<file path="config.mk">
export PLATFORM = sky130hd
export DESIGN_NAME = nearest_neighbor_point_chainer
export DESIGN_NICKNAME = d
export VERILOG_FILES = /design/src/hw/rtl/nnpc_pkg.sv /design/src/hw/rtl/nnpc_ram.sv /design/src/hw/rtl/nnpc_dist.sv /design/src/hw/rtl/nearest_neighbor_point_chainer.sv
export SDC_FILE = /design/constraint.sdc
export NUM_CORES = 2
export LEC_CHECK = 0
export CELL_PAD_IN_SITES_DETAIL_PLACEMENT = 2
export CELL_PAD_IN_SITES_GLOBAL_PLACEMENT = 2
export CORE_MARGIN = 3
export CORE_UTILIZATION = 49
export CTS_CLUSTER_SIZE = 10
export DETAILED_ROUTE_END_ITERATION = 8
export DONT_BUFFER_PORTS = 1
export GPL_TIMING_DRIVEN = 0
export PLACE_DENSITY = 0.77
export SYNTH_ARGS = -nofsm -noshare
export SYNTH_HDL_FRONTEND = slang
export SYNTH_SLANG_ARGS = --single-unit
</file>
<file path="constraint.sdc">
create_clock -name clk -period 11.1 [get_ports clk]
set_input_delay 1.665 -clock clk [delete_from_list [all_inputs] [get_ports clk]]
set_output_delay 1.665 -clock clk [all_outputs]
set_load 0.01 [all_outputs]
</file>
<file path="src/hw/rtl/nnpc_pkg.sv">
// Shared constants and types of the nearest-neighbor point chainer.
`default_nettype none

package nnpc_pkg;

  // Default sizing
  localparam int MAX_POINTS_DEF = 64;
  localparam int COORD_BITS_DEF = 16;

  // Sets below this size pass through in load order
  localparam int SHORT_SET = 3;

  // Width of the source index field on the result channel
  localparam int SRC_BITS = 6;

  // Tag of one operand pair handed to the distance unit
  typedef struct packed {
    logic vld;   // pair is present
    logic chk;   // start-to-best test instead of a scan candidate
    logic free;  // candidate is still unused
  } dist_req_t;

endpackage

`default_nettype wire

</file>
<file path="src/hw/rtl/nnpc_ram.sv">
// Generic single-write, single-read RAM with registered read data.
`default_nettype none

module nnpc_ram #(
  parameter int WIDTH = 8,
  parameter int DEPTH = 64
) (
  input  wire                          clk,
  input  wire                          we,
  input  wire  [$clog2(DEPTH)-1:0]     waddr,
  input  wire  [WIDTH-1:0]             wdata,
  input  wire  [$clog2(DEPTH)-1:0]     raddr,
  output logic [WIDTH-1:0]             rdata
);

  logic [WIDTH-1:0] mem [DEPTH];
  logic [WIDTH-1:0] rdata_r;

  // Write port
  always_ff @(posedge clk) begin
    if (we) begin
      mem[waddr] <= wdata;
    end
  end

  // Registered read port
  always_ff @(posedge clk) begin
    rdata_r <= mem[raddr];
  end

  assign rdata = rdata_r;

endmodule

`default_nettype wire

</file>
<file path="src/hw/rtl/nnpc_dist.sv">
// Pipelined squared-distance unit with running nearest-candidate tracking.
`default_nettype none

module nnpc_dist
  import nnpc_pkg::*;
#(
  parameter int COORD_BITS = COORD_BITS_DEF,
  parameter int IDX_BITS   = 6
) (
  input  wire                        clk,
  input  wire                        rst_n,
  input  wire  dist_req_t            req,       // tag, issued with the RAM read
  input  wire  [IDX_BITS-1:0]        req_idx,
  input  wire                        clear,     // start of a new scan
  input  wire  [COORD_BITS-1:0]      cand_x,    // RAM read data, in the cycle after req
  input  wire  [COORD_BITS-1:0]      cand_y,
  input  wire  [COORD_BITS-1:0]      cur_x,
  input  wire  [COORD_BITS-1:0]      cur_y,
  input  wire  [COORD_BITS-1:0]      start_x,
  input  wire  [COORD_BITS-1:0]      start_y,
  output logic                       busy,
  output logic [IDX_BITS-1:0]        best_idx,
  output logic [COORD_BITS-1:0]      best_x,
  output logic [COORD_BITS-1:0]      best_y,
  output logic [2*COORD_BITS+2:0]    best_d,
  output logic [2*COORD_BITS+2:0]    chk_d
);

  localparam int AW = COORD_BITS + 1;
  localparam int QW = 2 * COORD_BITS + 2;
  localparam int DW = 2 * COORD_BITS + 3;

  dist_req_t                s0_r, s1_r, s2_r;
  logic [IDX_BITS-1:0]      s0_idx_r, s1_idx_r, s2_idx_r;
  logic [COORD_BITS-1:0]    s1_x_r, s1_y_r, s2_x_r, s2_y_r;
  logic [AW-1:0]            s1_ax_r, s1_ay_r;
  logic [QW-1:0]            s2_qx_r, s2_qy_r;

  logic                     found_r;
  logic [IDX_BITS-1:0]      best_idx_r;
  logic [COORD_BITS-1:0]    best_x_r, best_y_r;
  logic [DW-1:0]            best_d_r, chk_d_r;

  logic [COORD_BITS-1:0]    sx_w, sy_w, rx_w, ry_w;
  logic signed [AW-1:0]     dx_w, dy_w;
  logic [AW-1:0]            ax_w, ay_w;
  logic [DW-1:0]            sum_w;
  logic                     take_w;

  // Operand select and absolute differences
  always_comb begin
    sx_w = s0_r.chk ? best_x_r : cand_x;
    sy_w = s0_r.chk ? best_y_r : cand_y;
    rx_w = s0_r.chk ? start_x  : cur_x;
    ry_w = s0_r.chk ? start_y  : cur_y;
    dx_w = $signed({sx_w[COORD_BITS-1], sx_w}) - $signed({rx_w[COORD_BITS-1], rx_w});
    dy_w = $signed({sy_w[COORD_BITS-1], sy_w}) - $signed({ry_w[COORD_BITS-1], ry_w});
    ax_w = dx_w[AW-1] ? $unsigned(-dx_w) : $unsigned(dx_w);
    ay_w = dy_w[AW-1] ? $unsigned(-dy_w) : $unsigned(dy_w);
  end

  // Sum of squares and strict-less compare; first hit wins ties
  assign sum_w  = DW'(s2_qx_r) + DW'(s2_qy_r);
  assign take_w = s2_r.vld && !s2_r.chk && s2_r.free && (!found_r || (sum_w < best_d_r));

  // Pipeline tags
  always_ff @(posedge clk) begin
    if (!rst_n) begin
      s0_r    <= '0;
      s1_r    <= '0;
      s2_r    <= '0;
      found_r <= 1'b0;
    end else begin
      s0_r <= req;
      s1_r <= s0_r;
      s2_r <= s1_r;
      if (clear) begin
        found_r <= 1'b0;
      end else if (take_w) begin
        found_r <= 1'b1;
      end
    end
  end

  // Pipeline payload and result registers
  always_ff @(posedge clk) begin
    s0_idx_r <= req_idx;
    s1_idx_r <= s0_idx_r;
    s1_x_r   <= sx_w;
    s1_y_r   <= sy_w;
    s1_ax_r  <= ax_w;
    s1_ay_r  <= ay_w;
    s2_idx_r <= s1_idx_r;
    s2_x_r   <= s1_x_r;
    s2_y_r   <= s1_y_r;
    s2_qx_r  <= QW'(s1_ax_r) * QW'(s1_ax_r);
    s2_qy_r  <= QW'(s1_ay_r) * QW'(s1_ay_r);
    if (take_w) begin
      best_idx_r <= s2_idx_r;
      best_x_r   <= s2_x_r;
      best_y_r   <= s2_y_r;
      best_d_r   <= sum_w;
    end
    if (s2_r.vld && s2_r.chk) begin
      chk_d_r <= sum_w;
    end
  end

  assign busy     = s0_r.vld | s1_r.vld | s2_r.vld;
  assign best_idx = best_idx_r;
  assign best_x   = best_x_r;
  assign best_y   = best_y_r;
  assign best_d   = best_d_r;
  assign chk_d    = chk_d_r;

endmodule

`default_nettype wire

</file>
<file path="src/hw/rtl/nearest_neighbor_point_chainer.sv">
// Top level: point load, chaining sequencer and ordered point output.
//
// Usage: points stream in on in_* one per transfer; in_tlast marks the last
// point of a set and starts ordering. Up to MAX_POINTS points are kept, later
// ones of the same set are dropped. in_tready is high only while loading.
// After the final point the block chains the set greedily by nearest unused
// neighbor, then sends every point on out_* in chained order, out_tlast on
// the last one. Sets of one or two points come out in load order.
// Ordering: each chained point costs one scan of the n stored points through
// the shared distance unit, plus a start-point test while the tail grows; the
// ordering is bounded by the single point-RAM read port. Output goes one point
// at a time: each passes through S_ORD, S_ORD2 and S_PTW, then waits in S_SEND
// while out_tready is low; the result register holds its transfer stable
// during a stall.
// Reset (rst_n low, synchronous) empties the point set and returns to loading.
`default_nettype none

module nearest_neighbor_point_chainer
  import nnpc_pkg::*;
#(
  parameter int MAX_POINTS = MAX_POINTS_DEF,
  parameter int COORD_BITS = COORD_BITS_DEF
) (
  input  wire                                        clk,
  input  wire                                        rst_n,
  input  wire                                        in_tvalid,
  output logic                                       in_tready,
  // point_x, point_y
  input  wire  [((2*COORD_BITS+7)/8)*8-1:0]          in_tdata,
  // final_point
  input  wire                                        in_tlast,
  output logic                                       out_tvalid,
  input  wire                                        out_tready,
  // out_x, out_y, source_index
  output logic [((2*COORD_BITS+SRC_BITS+7)/8)*8-1:0] out_tdata,
  // end_of_line
  output logic                                       out_tlast
);

  localparam int C     = COORD_BITS;
  localparam int IW    = $clog2(MAX_POINTS);
  localparam int CW    = $clog2(MAX_POINTS + 1);
  localparam int DW    = 2 * COORD_BITS + 3;
  localparam int OUT_W = ((2*COORD_BITS+SRC_BITS+7)/8)*8;

  typedef enum logic [9:0] {
    S_LOAD   = 10'b0000000001,
    S_INIT   = 10'b0000000010,
    S_SCAN   = 10'b0000000100,
    S_DRAIN  = 10'b0000001000,
    S_TEST   = 10'b0000010000,
    S_DECIDE = 10'b0000100000,
    S_ORD    = 10'b0001000000,
    S_ORD2   = 10'b0010000000,
    S_PTW    = 10'b0100000000,
    S_SEND   = 10'b1000000000
  } state_t;

  typedef enum logic [2:0] {
    PH_FIRST = 3'b001,
    PH_TAIL  = 3'b010,
    PH_HEAD  = 3'b100
  } phase_t;

  state_t                state_r, state_nxt;
  phase_t                phase_r, phase_nxt;
  logic [CW-1:0]         cnt_r, cnt_nxt;
  logic [CW-1:0]         remain_r, remain_nxt;
  logic [IW-1:0]         head_r, head_nxt;
  logic [IW-1:0]         tail_r, tail_nxt;
  logic [IW-1:0]         scan_r, scan_nxt;
  logic [IW-1:0]         out_cnt_r, out_cnt_nxt;
  logic [MAX_POINTS-1:0] used_r, used_nxt;
  logic                  short_r, short_nxt;
  logic [C-1:0]          start_x_r, start_y_r;
  logic [C-1:0]          cur_x_r, cur_y_r, cur_x_nxt, cur_y_nxt;
  logic [C-1:0]          out_x_r, out_y_r;
  logic [IW-1:0]         out_src_r;
  logic                  out_last_r;

  logic                  in_xfer_w;
  logic                  store_w;
  logic [CW-1:0]         n_m1_w;
  logic [IW-1:0]         src_sel_w;
  logic                  prepend_w;

  // RAM and distance unit hookup
  logic                  pt_we;
  logic [IW-1:0]         pt_raddr;
  logic [2*C-1:0]        pt_rdata;
  logic                  ring_we;
  logic [IW-1:0]         ring_waddr;
  logic [IW-1:0]         ring_wdata;
  logic [IW-1:0]         ring_raddr;
  logic [IW-1:0]         ring_rdata;
  dist_req_t             req;
  logic                  dist_clear;
  logic                  busy;
  logic [IW-1:0]         best_idx;
  logic [C-1:0]          best_x, best_y;
  logic [DW-1:0]         best_d, chk_d;

  assign in_tready = (state_r == S_LOAD);
  assign in_xfer_w = in_tvalid && in_tready;
  assign store_w   = in_xfer_w && (cnt_r < CW'(MAX_POINTS));
  assign n_m1_w    = cnt_r - CW'(1);
  assign src_sel_w = short_r ? out_cnt_r : ring_rdata;
  assign prepend_w = (phase_r == PH_HEAD) || ((phase_r == PH_TAIL) && (chk_d < best_d));

  // Point store: loads write, scans and output read
  assign pt_we      = store_w;
  assign pt_raddr   = (state_r == S_SCAN) ? scan_r : src_sel_w;
  assign ring_raddr = head_r + out_cnt_r;

  nnpc_ram #(
    .WIDTH (2 * C),
    .DEPTH (MAX_POINTS)
  ) u_pt_ram (
    .clk   (clk),
    .we    (pt_we),
    .waddr (cnt_r[IW-1:0]),
    .wdata ({in_tdata[2*C-1:C], in_tdata[C-1:0]}),
    .raddr (pt_raddr),
    .rdata (pt_rdata)
  );

  nnpc_ram #(
    .WIDTH (IW),
    .DEPTH (2 ** IW)
  ) u_ring_ram (
    .clk   (clk),
    .we    (ring_we),
    .waddr (ring_waddr),
    .wdata (ring_wdata),
    .raddr (ring_raddr),
    .rdata (ring_rdata)
  );

  nnpc_dist #(
    .COORD_BITS (C),
    .IDX_BITS   (IW)
  ) u_dist (
    .clk      (clk),
    .rst_n    (rst_n),
    .req      (req),
    .req_idx  (scan_r),
    .clear    (dist_clear),
    .cand_x   (pt_rdata[C-1:0]),
    .cand_y   (pt_rdata[2*C-1:C]),
    .cur_x    (cur_x_r),
    .cur_y    (cur_y_r),
    .start_x  (start_x_r),
    .start_y  (start_y_r),
    .busy     (busy),
    .best_idx (best_idx),
    .best_x   (best_x),
    .best_y   (best_y),
    .best_d   (best_d),
    .chk_d    (chk_d)
  );

  // Sequencer
  always_comb begin
    state_nxt   = state_r;
    phase_nxt   = phase_r;
    cnt_nxt     = cnt_r;
    remain_nxt  = remain_r;
    head_nxt    = head_r;
    tail_nxt    = tail_r;
    scan_nxt    = scan_r;
    out_cnt_nxt = out_cnt_r;
    used_nxt    = used_r;
    short_nxt   = short_r;
    cur_x_nxt   = cur_x_r;
    cur_y_nxt   = cur_y_r;
    ring_we     = 1'b0;
    ring_waddr  = head_r;
    ring_wdata  = best_idx;
    req         = '0;
    dist_clear  = 1'b0;

    case (state_r)
      S_LOAD: begin
        if (store_w) begin
          cnt_nxt = cnt_r + CW'(1);
        end
        if (in_xfer_w && in_tlast) begin
          state_nxt = S_INIT;
        end
      end

      S_INIT: begin
        head_nxt    = '0;
        tail_nxt    = '0;
        ring_we     = 1'b1;
        ring_waddr  = '0;
        ring_wdata  = '0;
        used_nxt    = '0;
        used_nxt[0] = 1'b1;
        cur_x_nxt   = start_x_r;
        cur_y_nxt   = start_y_r;
        phase_nxt   = PH_FIRST;
        short_nxt   = (cnt_r < CW'(SHORT_SET));
        scan_nxt    = '0;
        out_cnt_nxt = '0;
        if (cnt_r < CW'(SHORT_SET)) begin
          state_nxt = S_ORD;
        end else begin
          dist_clear = 1'b1;
          state_nxt  = S_SCAN;
        end
      end

      // one stored point per cycle into the distance unit
      S_SCAN: begin
        req.vld  = 1'b1;
        req.free = !used_r[scan_r];
        if (scan_r == n_m1_w[IW-1:0]) begin
          state_nxt = S_DRAIN;
        end else begin
          scan_nxt = scan_r + IW'(1);
        end
      end

      S_DRAIN: begin
        if (!busy) begin
          if (phase_r == PH_TAIL) begin
            req.vld   = 1'b1;
            req.chk   = 1'b1;
            state_nxt = S_TEST;
          end else begin
            state_nxt = S_DECIDE;
          end
        end
      end

      S_TEST: begin
        if (!busy) begin
          state_nxt = S_DECIDE;
        end
      end

      // put the nearest point at the tail or the head of the chain
      S_DECIDE: begin
        ring_we            = 1'b1;
        used_nxt[best_idx] = 1'b1;
        cur_x_nxt          = best_x;
        cur_y_nxt          = best_y;
        if (prepend_w) begin
          head_nxt   = head_r - IW'(1);
          ring_waddr = head_r - IW'(1);
          phase_nxt  = PH_HEAD;
        end else begin
          tail_nxt   = tail_r + IW'(1);
          ring_waddr = tail_r + IW'(1);
          phase_nxt  = PH_TAIL;
        end
        if (phase_r == PH_FIRST) begin
          remain_nxt = cnt_r - CW'(2);
        end else begin
          remain_nxt = remain_r - CW'(1);
        end
        scan_nxt    = '0;
        out_cnt_nxt = '0;
        if (remain_nxt == '0) begin
          state_nxt = S_ORD;
        end else begin
          dist_clear = 1'b1;
          state_nxt  = S_SCAN;
        end
      end

      S_ORD: begin
        state_nxt = S_ORD2;
      end

      S_ORD2: begin
        state_nxt = S_PTW;
      end

      S_PTW: begin
        state_nxt = S_SEND;
      end

      S_SEND: begin
        if (out_tready) begin
          if (out_last_r) begin
            cnt_nxt   = '0;
            used_nxt  = '0;
            state_nxt = S_LOAD;
          end else begin
            out_cnt_nxt = out_cnt_r + IW'(1);
            state_nxt   = S_ORD;
          end
        end
      end

      default: begin
        state_nxt = S_LOAD;
      end
    endcase
  end

  // Control registers
  always_ff @(posedge clk) begin
    if (!rst_n) begin
      state_r   <= S_LOAD;
      phase_r   <= PH_FIRST;
      cnt_r     <= '0;
      remain_r  <= '0;
      head_r    <= '0;
      tail_r    <= '0;
      scan_r    <= '0;
      out_cnt_r <= '0;
      used_r    <= '0;
      short_r   <= 1'b0;
    end else begin
      state_r   <= state_nxt;
      phase_r   <= phase_nxt;
      cnt_r     <= cnt_nxt;
      remain_r  <= remain_nxt;
      head_r    <= head_nxt;
      tail_r    <= tail_nxt;
      scan_r    <= scan_nxt;
      out_cnt_r <= out_cnt_nxt;
      used_r    <= used_nxt;
      short_r   <= short_nxt;
    end
  end

  // Coordinate and result registers
  always_ff @(posedge clk) begin
    if (in_xfer_w && (cnt_r == '0)) begin
      start_x_r <= in_tdata[C-1:0];
      start_y_r <= in_tdata[2*C-1:C];
    end
    cur_x_r <= cur_x_nxt;
    cur_y_r <= cur_y_nxt;
    if (state_r == S_ORD2) begin
      out_src_r <= src_sel_w;
    end
    if (state_r == S_PTW) begin
      out_x_r    <= pt_rdata[C-1:0];
      out_y_r    <= pt_rdata[2*C-1:C];
      out_last_r <= (out_cnt_r == n_m1_w[IW-1:0]);
    end
  end

  assign out_tvalid = (state_r == S_SEND);
  assign out_tdata  = OUT_W'({SRC_BITS'(out_src_r), out_y_r, out_x_r});
  assign out_tlast  = out_last_r;

endmodule

`default_nettype wire

</file>
==> run_results.csv <==
group,metric,value,unit
logic_synthesis,synth_edf_count,2643,
sta,fin_ws,2970,ps
critical_path,reg2reg_depth,24,
finish,finalNetCount,9388,
sta,final_max_slew_viol_count,56,
critical_path,reg2reg_to,"u_dist.s2_qy_r[32]$_DFF_P_",
global_route,grt_pass1_wl,722000,um
floorplanning,die_w,527,um
sta,setup_tns,0,ps
routing,vias,82155,
routing,drc_errors,0,
placed_design,place_ws,3120,ps
global_route,grt_pass1_vias,88695,
worst_hold_path,hold_class,"reg -> reg",
routing,drtIter0Drc,11084,
critical_path,worst-endpoint-required,11870,ps
clocking,cts_sinks,2989,
routing,wirelength,513000,um
sta,rsz0062_at_grt,"false",
clocking,insertion_delay,970,ps
floorplanning,dieArea,0.278,mm^2
logic_synthesis,syn_inst,8162,
global_route,antenna_found_initial,40,
logic_synthesis,synth.yosys.seq_area_share,0.649,
floorplanning,core-area,0.269,mm^2
floorplanning,die_h,527,um
critical_path,criticalPathCategory,"reg -> reg",
critical_path,worstSetupStartpoint,"u_dist.s1_ay_r[5]$_DFF_P_",
status,status,"finished with violations",
sta,finalClockSkew,121,ps
placed_design,placed_cells,11802,
worst_hold_path,hold-path-cell-count,0,
sta,fin_crit_sh,0.733,
logic_synthesis,yosys_warnings,0,
status,violations,"capacitance limit, slew limit",
logic_synthesis,ys_types,81,
floorplanning,initial_utilization,0.494,
clocking,cts-root-buf,"clkbuf_16",
critical_path,rr_startpoint,"u_dist.s1_ay_r[5]$_DFF_P_",
sta,final_hold_viol_count,0,
floorplanning,num_rows,190,
routing,viasPerCell,6.66,
placed_design,portBuffers,0,
clocking,clockBufferDepth,4,
clocking,cts_hold_buf,0,
critical_path,arrival,8910,ps
routing,postRouteAntennaNets,0,
critical_path,crit_end,"u_dist.s2_qy_r[32]$_DFF_P_",
job,max-cap-violations,12,
logic_synthesis,synth_seq_cells,2989,
finish,layout-drive-gt1-share,0.161,
critical_path,cp-end-kind,"register",
placed_design,dp_hpwl,324000,um
logic_synthesis,synth_top_flop_cell,"edfxtp_1",
clocking,clk_pin_slew,60,ps
sta,setup_viol,0,
finish,final_common_cell,"edfxtp_1",
floorplanning,ioPinCount,80,
sta,finalCriticalPeriod,8130,ps
global_route,grt_max_degree,66,
finish,fin_cells,12342,
global_route,grtUsageTotal,0.369,
clocking,cts.repair.resized,0,
critical_path,reg2reg_slack,2970,ps
sta,worst_pin_slew,1590,ps
logic_synthesis,syn_avg_cell_area,16.3,um^2
routing,dr.pass1.iters,8,
placed_design,routabilityCongestion,0.906,
critical_path,worstSetupStartpointType,"register",
clocking,cts-htree-levels,5,
sta,max_freq,123,MHz
clocking,cts_tree,"yes",
critical_path,cp_max_fo,10,
sta,max-slew-margin-rel,-0.0633,
logic_synthesis,synthArstFlopShare,0,
logic_synthesis,netlist_area,0.133,mm^2
finish,area_delta_synth_final,12.5,%
global_route,overflow,0,
clocking,numCtsBuffers,345,
finish,final_cell_mix,"2643 x edfxtp_1, 834 x nand2_1, 655 x mux4_2",
routing,wl_per_cell,41.6,um
clocking,post_cts_buffers,0,
-- registers in the layout (all words and copies together) (netlist names), 16 cells and up --
| signal | flops |
|---|---|
| u_pt_ram.mem | 2048 |
| u_ring_ram.mem | 384 |
| used_r | 64 |
| u_dist.best_d | 35 |
| u_dist.chk_d | 35 |
| u_dist.s2_qx_r | 33 |
| u_dist.s2_qy_r | 33 |
| u_pt_ram.rdata | 32 |
| u_dist.s1_ax_r | 17 |
| u_dist.s1_ay_r | 17 |
| cur_x_r | 16 |
| cur_y_r | 16 |
| out_x_r | 16 |
| out_y_r | 16 |
| start_x_r | 16 |
| start_y_r | 16 |
| u_dist.best_x | 16 |
| u_dist.best_y | 16 |
| u_dist.s1_x_r | 16 |
| u_dist.s1_y_r | 16 |
| u_dist.s2_x_r | 16 |
| u_dist.s2_y_r | 16 |
-- metal layers --
metal	up-vias	share of wire	GRT usage
li1	31392	-	-
met1	43720	0.35	0.453
met2	5560	0.49	0.607
met3	1467	0.085	0.0675
met4	16	0.076	0.230
met5	-	0.00068	0
-- how the worst min path moves through the flow --
| stage | from | to |
|---|---|---|
| floorplan | u_dist.s0_idx_r[0]$_DFF_P_ | u_dist.s1_idx_r[0]$_DFF_P_ |
| global placement | u_dist.s1_idx_r[0]$_DFF_P_ | u_dist.s2_idx_r[0]$_DFF_P_ |
| detailed placement | u_dist.s1_idx_r[3]$_DFF_P_ | u_dist.s2_idx_r[3]$_DFF_P_ |
| CTS | u_dist.s1_y_r[9]$_DFF_P_ | u_dist.s2_y_r[9]$_DFF_P_ |
| global route | u_dist.s1_y_r[9]$_DFF_P_ | u_dist.s2_y_r[9]$_DFF_P_ |
| finish | u_dist.s1_y_r[9]$_DFF_P_ | u_dist.s2_y_r[9]$_DFF_P_ |
-- worst max-delay path, stage by stage, from the launching register on --
cell	delay, ps
dfxtp_1	850
clkbuf_1	660
nand2_1	160
fa_1	580
inv_1	80
fa_1	530
inv_1	70
fa_1	530
inv_1	50
fa_1	470
fa_1	500
inv_1	50
fa_1	500
inv_1	50
ha_1	350
a21o_1	190
a21oi_1	140
nor2_1	50
o41ai_1	560
a21boi_0	280
o2111ai_1	410
a311oi_1	210
a311oi_1	330
o21bai_1	120
xor2_1	220
-- logic make-up (layout without fill, tap and decap cells) --
family | after synthesis | after routing | synth area share
mux | 758 | 758 | 0.119
flops | 2989 | 2989 | 0.649
xor+xnor | 200 | 200 | 0.0132
other cells | 1 | 18 | 0.0000282
buf+inv | 991 | 1602 | 0.0312
compound gates | 718 | 718 | 0.0351
simple gates | 1751 | 1751 | 0.0601
fa+ha+maj | 754 | 754 | 0.0925
-- through the flow --
step	area (um^2)	hold slack [ps]	utilization
after global routing	150000	288	0.556
after CTS	150000	280	0.556
after detailed placement	140000	314	0.520
after floorplan	133000	310	-
final	150000	279	0.556
after global placement	137000	310	0.511
-- cells in the mapped netlist, types with 7 or more instances --
master	instances	area, um^2
buf_4	23	173
nor2b_1	45	282
clkbuf_1	210	788
buf_2	60	300
nor3b_1	12	90.1
o21ai_0	64	320
or3_1	12	75.1
a211oi_1	30	225
nand2b_1	25	156
nand3b_1	7	52.6
buf_1	24	90.1
ha_1	371	4640
and3_1	104	651
o211ai_1	14	105
buf_6	36	405
nand4_1	22	138
a21o_1	78	586
a21oi_1	275	1380
and2_1	135	845
o21a_1	21	158
a211o_1	7	61.3
xnor2_1	140	1230
o21bai_1	16	120
a31oi_1	55	344
nor4_1	8	50.1
o31ai_1	9	67.6
nor3_1	108	541
or2_2	14	87.6
edfxtp_1	2643	79400
fa_1	383	7670
a311oi_1	86	753
mux2i_1	57	571
a21boi_0	8	60.1
nand3_1	101	505
dfxtp_1	346	6930
nor2_1	292	1100
nand2_1	837	3140
mux4_2	655	14800
mux2_2	44	495
inv_1	636	2390
xor2_1	60	526
-- final cells by class --
type,instances,area (um^2)
flip-flops and latches,2989,86300
plain buffers,353,1760
multi-input cells,4183,43200
well taps,3552,4440
clock inverters,31,447
clock buffers,493,9360
fillers,23286,119000
inverters,638,2400
diodes,16,40.0
repair buffers,87,1810
Power is left out: the tool's default activity adds up to more than one toggle a clock period on the data nets, which glitch-free logic cannot reach.
